File: config.mk
export PLATFORM = sky130hd
export DESIGN_NAME = binary_to_decimal_digits
export DESIGN_NICKNAME = d
export VERILOG_FILES = /design/src/rtl/core/btdd_pkg.sv /design/src/rtl/core/btdd_ctrl.sv /design/src/rtl/core/btdd_dp.sv /design/src/rtl/core/binary_to_decimal_digits.sv
export SDC_FILE = /design/constraint.sdc
export NUM_CORES = 1
export LEC_CHECK = 0
export BUFFER_PORTS_ARGS = -buffer_cell sky130_fd_sc_hd__buf_2
export CORE_MARGIN = 3
export CORE_UTILIZATION = 32
export CTS_CLUSTER_SIZE = 40
export DETAILED_ROUTE_END_ITERATION = 12
export PLACE_DENSITY = 0.58
export RECOVER_POWER = 100
export REMOVE_ABC_BUFFERS = 1
export SYNTH_ARGS = -nofsm -noshare
export SYNTH_HDL_FRONTEND = slang
export SYNTH_SLANG_ARGS = --single-unit
File: constraint.sdc
create_clock -name i_clk -period 4.7 [get_ports i_clk]
set_input_delay 0.705 -clock i_clk [delete_from_list [all_inputs] [get_ports i_clk]]
set_output_delay 0.705 -clock i_clk [all_outputs]
set_load 0.03 [all_outputs]
File: src/rtl/core/btdd_pkg.sv
// Types, constants and codes for the binary to decimal digits converter.
package btdd_pkg;

    localparam logic       OP_ASCII   = 1'b0;
    localparam logic       OP_PACKED  = 1'b1;

    localparam logic [4:0] MAX_LEN    = 5'd16;
    localparam logic [3:0] ASC_UNITS  = 4'd10;
    localparam logic [3:0] BCD_UNITS  = 4'd5;
    localparam logic [7:0] ASCII_ZERO = 8'h30;
    localparam logic [7:0] PACK_PAD   = 8'h00;

    localparam int BIN_W         = 32;
    localparam int BCD_W         = 40;
    localparam int BITS_PER_STEP = 4;
    localparam int CONV_STEPS    = BIN_W / BITS_PER_STEP;
    localparam int STEP_W        = $clog2(CONV_STEPS);

    typedef struct packed {
        logic [31:0] value;
        logic [4:0]  out_length;
        logic        opcode;
    } t_in_item;

    typedef struct packed {
        logic [7:0] out_byte;
        logic       last;
    } t_out_item;

    typedef struct packed {
        logic load;
        logic step;
        logic emit;
    } t_dp_cmd;

    typedef struct packed {
        logic left_zero;
        logic left_one;
    } t_dp_status;

endpackage

File: src/rtl/core/btdd_ctrl.sv
// Controller: sequences accept, conversion steps and byte emission.
module btdd_ctrl
    import btdd_pkg::*;
(
    input  logic       i_clk,
    input  logic       i_rst_n,
    input  logic       i_in_valid,
    output logic       o_in_stall,
    output logic       o_out_valid,
    input  logic       i_out_stall,
    input  t_dp_status i_status,
    output t_dp_cmd    o_cmd
);

    typedef enum logic [1:0] {
        S_IDLE,
        S_CONV,
        S_EMIT
    } t_state;

    t_state              r_state;
    logic [STEP_W-1:0]   r_step;
    logic                r_out_valid;
    logic                emit_fire;

    // A byte may load when the output register is empty or being drained.
    assign emit_fire   = (r_state == S_EMIT) && (!r_out_valid || !i_out_stall);
    // Hold off input items while in reset or busy.
    assign o_in_stall  = !i_rst_n || (r_state != S_IDLE);
    assign o_out_valid = r_out_valid;

    always_comb begin
        o_cmd      = '0;
        o_cmd.load = (r_state == S_IDLE) && i_in_valid;
        o_cmd.step = (r_state == S_CONV);
        o_cmd.emit = emit_fire;
    end

    always_ff @(posedge i_clk) begin
        if (!i_rst_n) begin
            r_state     <= S_IDLE;
            r_step      <= '0;
            r_out_valid <= 1'b0;
        end else begin
            if (emit_fire) begin
                r_out_valid <= 1'b1;
            end else if (!i_out_stall) begin
                r_out_valid <= 1'b0;
            end
            unique case (r_state)
                S_IDLE: begin
                    r_step <= '0;
                    if (i_in_valid) begin
                        r_state <= S_CONV;
                    end
                end
                S_CONV: begin
                    r_step <= r_step + 1'b1;
                    if (r_step == STEP_W'(CONV_STEPS - 1)) begin
                        // zero length: nothing to emit
                        r_state <= i_status.left_zero ? S_IDLE : S_EMIT;
                    end
                end
                S_EMIT: begin
                    if (emit_fire && i_status.left_one) begin
                        r_state <= S_IDLE;
                    end
                end
                default: begin
                    r_state <= S_IDLE;
                end
            endcase
        end
    end

endmodule

File: src/rtl/core/btdd_dp.sv
// Datapath: shift-add-3 conversion, byte selection and output register.
module btdd_dp
    import btdd_pkg::*;
(
    input  logic       i_clk,
    input  logic       i_rst_n,
    input  t_in_item   i_in_item,
    input  t_dp_cmd    i_cmd,
    output t_dp_status o_status,
    output t_out_item  o_out_item
);

    logic [BIN_W-1:0] r_bin;
    logic [BCD_W-1:0] r_bcd;
    logic [4:0]       r_left;
    logic [5:0]       r_pos;
    logic             r_mode;
    t_out_item        r_out;

    logic [4:0]             len_sat;
    logic [3:0]             units;
    logic [BCD_W+BIN_W-1:0] dabbled;
    logic [3:0]             idx;
    logic [5:0]             asc_sh;
    logic [6:0]             pk_sh;
    logic [7:0]             sel_byte;

    // Apply BITS_PER_STEP shift-add-3 steps to the joined digit and binary word.
    function automatic logic [BCD_W+BIN_W-1:0] dabble(input logic [BCD_W+BIN_W-1:0] v);
        logic [BCD_W+BIN_W-1:0] w;
        w = v;
        for (int s = 0; s < BITS_PER_STEP; s++) begin
            for (int d = 0; d < BCD_W / 4; d++) begin
                if (w[BIN_W + 4*d +: 4] >= 4'd5) begin
                    w[BIN_W + 4*d +: 4] = w[BIN_W + 4*d +: 4] + 4'd3;
                end
            end
            w = w << 1;
        end
        return w;
    endfunction

    assign len_sat = (i_in_item.out_length > MAX_LEN) ? MAX_LEN : i_in_item.out_length;
    assign units   = (i_in_item.opcode == OP_PACKED) ? BCD_UNITS : ASC_UNITS;
    assign dabbled = dabble({r_bcd, r_bin});

    // Position counts from the most significant digit; negative means pad.
    assign idx    = r_pos[3:0];
    assign asc_sh = {ASC_UNITS - 4'd1 - idx, 2'b00};
    assign pk_sh  = {BCD_UNITS - 4'd1 - idx, 3'b000};

    always_comb begin
        if (r_pos[5]) begin
            sel_byte = (r_mode == OP_PACKED) ? PACK_PAD : ASCII_ZERO;
        end else if (r_mode == OP_PACKED) begin
            sel_byte = 8'(r_bcd >> pk_sh);
        end else begin
            sel_byte = ASCII_ZERO | {4'd0, 4'(r_bcd >> asc_sh)};
        end
    end

    assign o_status.left_zero = (r_left == 5'd0);
    assign o_status.left_one  = (r_left == 5'd1);
    assign o_out_item         = r_out;

    always_ff @(posedge i_clk) begin
        if (!i_rst_n) begin
            r_bin  <= '0;
            r_left <= '0;
            r_pos  <= '0;
            r_mode <= OP_ASCII;
            r_bcd  <= '0;
        end else if (i_cmd.load) begin
            r_bin  <= i_in_item.value;
            r_bcd  <= '0;
            r_left <= len_sat;
            r_mode <= i_in_item.opcode;
            r_pos  <= {2'b00, units} - {1'b0, len_sat};
        end else if (i_cmd.step) begin
            r_bcd <= dabbled[BIN_W +: BCD_W];
            r_bin <= dabbled[BIN_W-1:0];
        end else if (i_cmd.emit) begin
            r_left <= r_left - 5'd1;
            r_pos  <= r_pos + 6'd1;
        end
    end

    always_ff @(posedge i_clk) begin
        if (i_cmd.emit) begin
            r_out.out_byte <= sel_byte;
            r_out.last     <= (r_left == 5'd1);
        end
    end

endmodule

File: src/rtl/core/binary_to_decimal_digits.sv
// Channel   Direction  Payload      Handshake
// in        input      t_in_item    i_in_valid / o_in_stall
// out       output     t_out_item   o_out_valid / i_out_stall
//
// An item is accepted, then converted four bits per cycle through the
// shift-add-3 datapath, then emitted one output byte at a time.
// Output stalls hold the output register and pause byte emission.
// A new item is taken while the final byte still waits in the output register.
// Reset is synchronous and active low; it idles the controller.
module binary_to_decimal_digits
    import btdd_pkg::*;
(
    input  logic      i_clk,
    input  logic      i_rst_n,
    input  logic      i_in_valid,
    output logic      o_in_stall,
    input  t_in_item  i_in_item,
    output logic      o_out_valid,
    input  logic      i_out_stall,
    output t_out_item o_out_item
);

    t_dp_cmd    cmd;
    t_dp_status status;

    btdd_ctrl u_ctrl (
        .i_clk       (i_clk),
        .i_rst_n     (i_rst_n),
        .i_in_valid  (i_in_valid),
        .o_in_stall  (o_in_stall),
        .o_out_valid (o_out_valid),
        .i_out_stall (i_out_stall),
        .i_status    (status),
        .o_cmd       (cmd)
    );

    btdd_dp u_dp (
        .i_clk      (i_clk),
        .i_rst_n    (i_rst_n),
        .i_in_item  (i_in_item),
        .i_cmd      (cmd),
        .o_status   (status),
        .o_out_item (o_out_item)
    );

endmodule

==> results of run 1 <==
==> final timing paths <==
path	start	to	slack, ns	cells past startpoint
max	u_dp.r_bcd[37]	u_dp.r_bcd[37]	0.75	19
min	u_dp.r_bin[27]	u_dp.r_bin[27]	0.47	2
max reg2reg	u_dp.r_bcd[37]	u_dp.r_bcd[37]	0.75	19
min reg2reg	u_dp.r_bin[27]	u_dp.r_bin[27]	0.47	2
==> critical path: cells and delay by family, from the launching register on <==
family          cells  cell delay [ns]
buf+inv             3             0.24
fa+ha+maj           4             0.87
simple gates        2             0.21
flops               1             0.37
xor+xnor            2             0.54
compound gates      8             1.59
==> registers in the layout, summed over array words and instances, names as in the netlist <==
name,cells
u_dp.r_pos,6
u_dp.o_out_item,9
u_dp.r_mode,1
u_ctrl.o_out_valid,1
u_ctrl.r_state,2
u_dp.r_left,5
u_ctrl.r_step,3
u_dp.r_bcd,40
u_dp.r_bin,32
==> layout make-up <==
class                   instances  area [sq um]  area share, %
inverters                      61           229           2.44
clock buffers                   9           225           2.40
well taps                     335           419           4.47
repair buffers                 61           307           3.27
flip-flops and latches         99          2070           22.1
multi-input cells             865          6050           64.6
clock inverters                 7          68.8          0.735
==> cells in the mapped netlist, types with 15 or more instances <==
cell / count
o21ai_0: 78
a31oi_1: 26
nand3_1: 15
nand2_1: 108
dfxtp_1: 90
nor2_1: 67
clkbuf_1: 43
a21boi_0: 38
ha_1: 54
a22oi_1: 44
inv_1: 60
xnor2_1: 31
mux2i_1: 26
nand2b_1: 22
a21oi_1: 94
==> power groups by stage <==
| stage | registers, uW | clock network [uW] | logic, uW |
|---|---|---|---|
| finish | 978 | 756 | 1080 |
| CTS | 978 | 775 | 1090 |
| floorplan | 975 | 0 | 853 |
| global placement | 997 | 0 | 1060 |
| global route | 988 | 804 | 1230 |
| detailed placement | 998 | 0 | 1080 |
==> kinds of logic (layout without fill, tap and decap cells) <==
kind of cell	count (synthesis)	in the layout	share of synthesized area [%]
AOI/OAI and AO/OA	425	425	32.5
and+or+nand+nor	278	278	15.3
buffers and inverters	110	138	4.86
DFF	99	99	24.2
muxes	57	57	9.35
adders and majority gates	55	55	8.12
xor gates and xnor gates	50	50	5.64
==> per-layer routing <==
layer	vias up	wire (microns)
met5	-	0
met4	0	286
met3	16	518
met2	91	10200
met1	3711	10600
li1	4008	-
==> stage by stage <==
| stage | hold slack (ns) | cells | total power, uW | setup WS (ns) | util, % |
|---|---|---|---|---|---|
| 6_report | 0.468 | 1437 | 2810 | 0.751 | 35.8 |
| 5_1_grt | 0.492 | 1437 | 3020 | 0.365 | 35.8 |
| 4_1_cts | 0.466 | 1437 | 2840 | 0.854 | 36.0 |
| 3_5_place_dp | 0.456 | 1421 | 2080 | 0.877 | 34.9 |
| 3_3_place_gp | 0.451 | 1421 | 2060 | 1.01 | 34.9 |
| 2_1_floorplan | 0.432 | 1025 | 1830 | 0.963 | - |
==> results.tsv, run 1 <==
metric	value	unit
status	finished, violations left	
failing checks	capacitance limit, slew limit	
fin area	0.00937	sq mm
Final Hold Violating Endpoints	0	
IO buf count	52	
Pre-antenna DRT Iters	5	
setup TNS	0	ns
global-route wire length before repair	36.1	mm
Logic pwr share	38.3	%
clk_lat worst skew	0.36	ns
post-cts sizing count	0	
Via-to-Cell Ratio	5.45	
worst slew pin tran	2.09	ns
Nets	1194	
most frequent cells in the layout	nand2_1, a21oi_1, dfxtp_1	
Worst-path clk slew	0.08	ns
DR WL/cell	15.0	microns
via count	7826	
row cnt	59	
layer with the highest usage	met2	
Max Clk Rate	253	MHz
RSZ-0062 raised after global routing	false	
Post-Syn Instances	1074	
sequential share of the synthesized area	24.2	%
Layout Skew	0.0120	ns
vias in the first global route	7380	
Syn Std Cell Area	0.00857	sq mm
Area Growth Syn to Fin	9.35	%
share of flip-flops with an asynchronous set or reset	0	%
grt ovf	0	
Worst slew margin	-39.6	%
Top-Level Pins	53	
die width	170	microns
die area	0.0288	sq mm
die height	170	microns
crit-path max cell delay	0.37	ns
met1 Use GR	20.4	%
crit end category	register	
Antenna Nets Post-Route	0	
Synth top area share	21.0	%
initial antenna violation count	0	
met3 usage	1.35	%
number of synthesis warnings	0	
layout cells sized above 1	10.1	%
switch share	39.1	%
Peak VDD IR	0.000178	V
Crit-path slowest cell	dfxtp_1	
P_int	1710	uW
max-slew violation count	74	
Routability Congestion	0.836	
H-tree levels	3	
CP Launch Type	register	
Seq pwr share	34.8	%
CTS tree	yes	
worst-path fanout max	6	
commonest non-fill, non-tap cell in the layout	nand2_1	
Post-route DRC	0	
root buffer cell	clkbuf_16	
placed instance area	0.00914	sq mm
Setup Viol. Count Final	0	
Cell variety after synth	69	
fin crit period	3.95	ns
setup repair bufs after CTS	0	
Data required, critical path	4.94	ns
WP data arrival	4.19	ns
maximum buffer depth of the clock tree	2	
Post-Route WL	21.5	mm
Num Clock Sinks	99	
CP most frequent cell	ha_1	
grt met2 use	24.9	%
Max-cap violations	2	
leakage power	0.00347	uW
final worst-path cycle share	84.0	%
hold-fix buffers at CTS	0	
Iteration-0 DRC Markers	500	
Switching Power	1100	uW
cts bufs inserted	9	
P per Cell Area	300	mW/mm^2
core area	0.0262	sq mm
hpwl dp	15.8	mm
Synth area leaders	dfxtp_1, ha_1, a21oi_1	
gr usage total	14.8	%
HP Class	reg2reg	
WS Path Type	reg2reg	
Avg Inst Size Synth	7.98	sq um
fill cell count	2730	
worst-path cell chain	inv_1 > ha_1 > nand2b_1 > a21oi_1 > xnor2_1 > ha_1 > inv_1 > a21o_1 > a31oi_1 > inv_1 > ha_1 > o21ai_0 > a21oi_1 > a31oi_1 > ha_1 > nand2b_1 > a21boi_0 > xor2_1 > o21ai_0	
number of diodes	0	
Post-synth EDFFs	9	
Clock Power Share	26.9	%
largest net degree at the start of global routing	47	
largest area contributor in the netlist	dfxtp_1	
top_reg_cell synth	dfxtp_1	
#FFs+latches synth	99	
initial core utilization	32.7	%
No activity file was read; power rests on OpenSTA's default activity.
==> run 2: changes to the inputs <==
PLACE_DENSITY = 0.6   (was 0.58)
clock period = 3.3 ns   (was 4.7 ns; I/O delays follow)
==> run 2 against run 1 <==
  * The run still ends with capacitance limit, slew limit left
  * Worst setup slack got worse by 0.68 ns
  * Largest power group unchanged
  * Core utilization is 4.9 points higher
  * Critical path depth did not move
  * Via count increased by 6.5%
  * Wire length up 6.0%
  * Highest routed layer unchanged
  * Sequential share of layout area fell by 2.5 points
  * Die area did not move
  * Maximum frequency grew 22%
  * Sequential power is 39% higher
  * Global-route usage increased by 0.27 points
==> results.tsv, run 2 (same netlist as run 1, synthesis figures left out) <==
metric	value	unit	change
placed instance area	0.00980	sq mm	+7.3%
die area	0.0288	sq mm	unchanged
Pre-antenna DRT Iters	5		unchanged
Logic pwr share	43.2	%	+4.9 points
most frequent cells in the layout	nand2_1, buf_4, a21oi_1		
HP Class	in2reg		
Max-cap violations	1		-1
clk_lat worst skew	0.35	ns	about the same
grt met2 use	25.8	%	+0.85 points
grt ovf	0		unchanged
maximum buffer depth of the clock tree	2		unchanged
WS Path Type	reg2reg		
Post-Route WL	22.8	mm	+6.0%
Hold Path Origin	i_in_item[9]		
Setup crit end	u_dp.r_bcd[37]		
leakage power	0.00407	uW	+17%
crit end category	register		
WP data arrival	3.46	ns	-0.73 ns
Post-route DRC	0		unchanged
reg-to-reg endpoint	u_dp.r_bcd[37]		
Max Clk Rate	310	MHz	+22%
gr usage total	15.1	%	+0.27 points
max reg flops	40		unchanged
global-route wire length before repair	36.8	mm	+1.8%
switch share	36.4	%	-2.7 points
die width	170	microns	unchanged
Data required, critical path	3.54	ns	-1.40 ns
cts bufs inserted	9		unchanged
number of diodes	0		unchanged
P_int	2840	uW	+66%
Worst-path clk slew	0.07	ns	about the same
initial antenna violation count	0		unchanged
layer with the highest usage	met2		
worst slew pin tran	1.67	ns	-0.416 ns
fin crit period	3.23	ns	-0.723 ns
layout cells sized above 1	24.7	%	+15 points
met3 usage	1.75	%	+0.40 points
Routability Congestion	0.799		-4.4%
Worst slew margin	-11.6	%	+28 points
DR WL/cell	14.8	microns	-1.1%
Antenna Nets Post-Route	0		unchanged
met1 Use GR	20.6	%	+0.15 points
Final Hold Violating Endpoints	0		unchanged
largest net degree at the start of global routing	48		+2.1%
status	finished, violations left		
Worst R2R Start	u_dp.r_bcd[37]		
fin area	0.0107	sq mm	+14%
Post-Layout Cell Count	1540		+7.2%
worst-path fanout max	4		-2
hpwl dp	16.7	mm	+6.3%
H-tree levels	3		unchanged
die height	170	microns	unchanged
Clock Power Share	26.3	%	-0.6 points
Top reg by flops	u_dp.r_bcd		
initial core utilization	32.7	%	unchanged
failing checks	capacitance limit, slew limit		
Num Clock Sinks	99		unchanged
CP startpoint	u_dp.r_bcd[37]		
reg2reg setup slack	0.07	ns	-0.68 ns
via count	8332		+6.5%
core area	0.0262	sq mm	unchanged
Worst Reg-to-Reg Cells	19		unchanged
placed cells	1510		+6.3%
Area Growth Syn to Fin	24.3	%	
max-slew violation count	48		-35%
IO buf count	52		unchanged
Nets	1297		+8.6%
CTS tree	yes		
vias in the first global route	7465		+1.2%
Setup Viol. Count Final	0		unchanged
row cnt	59		unchanged
Via-to-Cell Ratio	5.41		-0.66%
CP Launch Type	register		
Peak VDD IR	0.000274	V	+54%
P per Cell Area	419	mW/mm^2	+39%
RSZ-0062 raised after global routing	true		
Layout Skew	0.00771	ns	-0.00430 ns
Top-Level Pins	53		unchanged
root buffer cell	clkbuf_16		
Seq pwr share	30.5	%	-4.3 points
final worst-path cycle share	97.8	%	+14 points
Switching Power	1630	uW	+48%
Iteration-0 DRC Markers	589		+18%
run 2: cell types whose count changed in the layout (fill, tap and decap cells not counted), moves of 8 or more:
cell	previous run	this run
a31oi_2	0	10
ha_2	0	10
dfxtp_1	90	82
a31oi_1	26	15
ha_1	54	42
o21ai_0	83	70
a21oi_1	98	85
a21oi_2	5	14
o21ai_1	9	18
buf_4	7	108
run 2: area by class of cell:
type	instances	area, sq um
clock inverter	6	93.8
fill	2639	15600
multi-input combinational	865	6510
inverter	61	231
timing repair buffer	164	1070
sequential	99	2090
tap	335	419
clock buffer	10	239
run 2: worst min-delay path by stage:
| stage | endpoint | slack, ns | depth (start not counted) |
|---|---|---|---|
| after floorplan | u_dp.r_bcd[0] | 0.43 | 2 |
| after global routing | u_dp.r_bin[1] | 0.42 | 3 |
| after global placement | u_dp.r_bin[27] | 0.45 | 2 |
| after CTS | u_dp.r_bin[3] | 0.39 | 3 |
| after detailed placement | u_dp.r_bcd[0] | 0.45 | 2 |
| final | u_dp.r_bin[3] | 0.40 | 3 |
run 2: routing by layer:
layer  share of wire (%)  wire length, microns
met5                   0                     0
met4                 1.1                   248
met3                 2.8                   634
met2                  49                 11200
met1                  47                 10800
run 2: critical path, stage by stage, from the launching register on:
cell and delay (ns):
dfxtp_2 0.35, inv_4 0.06, ha_4 0.14, nand2b_4 0.14
a21oi_4 0.21, xnor2_2 0.15, ha_2 0.21, inv_1 0.04
a21o_1 0.15, a31oi_2 0.21, inv_1 0.09, ha_2 0.19
o21ai_2 0.16, a21oi_2 0.08, a31oi_2 0.19, ha_2 0.25
nand2b_4 0.07, a21boi_4 0.16, xor2_1 0.19, o21ai_1 0.07
run 2: power groups by stage:
stage / Sequential, uW / Combinational [uW] / Clock [uW]
2_1_floorplan: 1390 / 1220 / 0
3_3_place_gp: 1380 / 1710 / 0
3_5_place_dp: 1380 / 1740 / 0
4_1_cts: 1360 / 1750 / 1200
5_1_grt: 1370 / 2140 / 1250
6_report: 1360 / 1930 / 1180
run 2: repair_timing:
action,in CTS,in global routing
resized for setup,6,101
hold buffers,0,0
setup buffers,0,15
pin swaps,6,47
endpoints found under the setup margin,2,35
run 2: stage by stage:
stage	TNS [ns]	total power (uW)	setup WS [ns]	hold WS [ns]	util, %
detailed placement	-0.232	3120	-0.156	0.451	37.4
finish	0	4460	0.0739	0.403	40.7
global route	-0.514	4760	-0.0902	0.424	40.7
floorplan	-15.65	2600	-0.437	0.432	-
CTS	0	4310	0.000174	0.387	38.7
global placement	-0.0103	3090	-0.0103	0.454	37.4
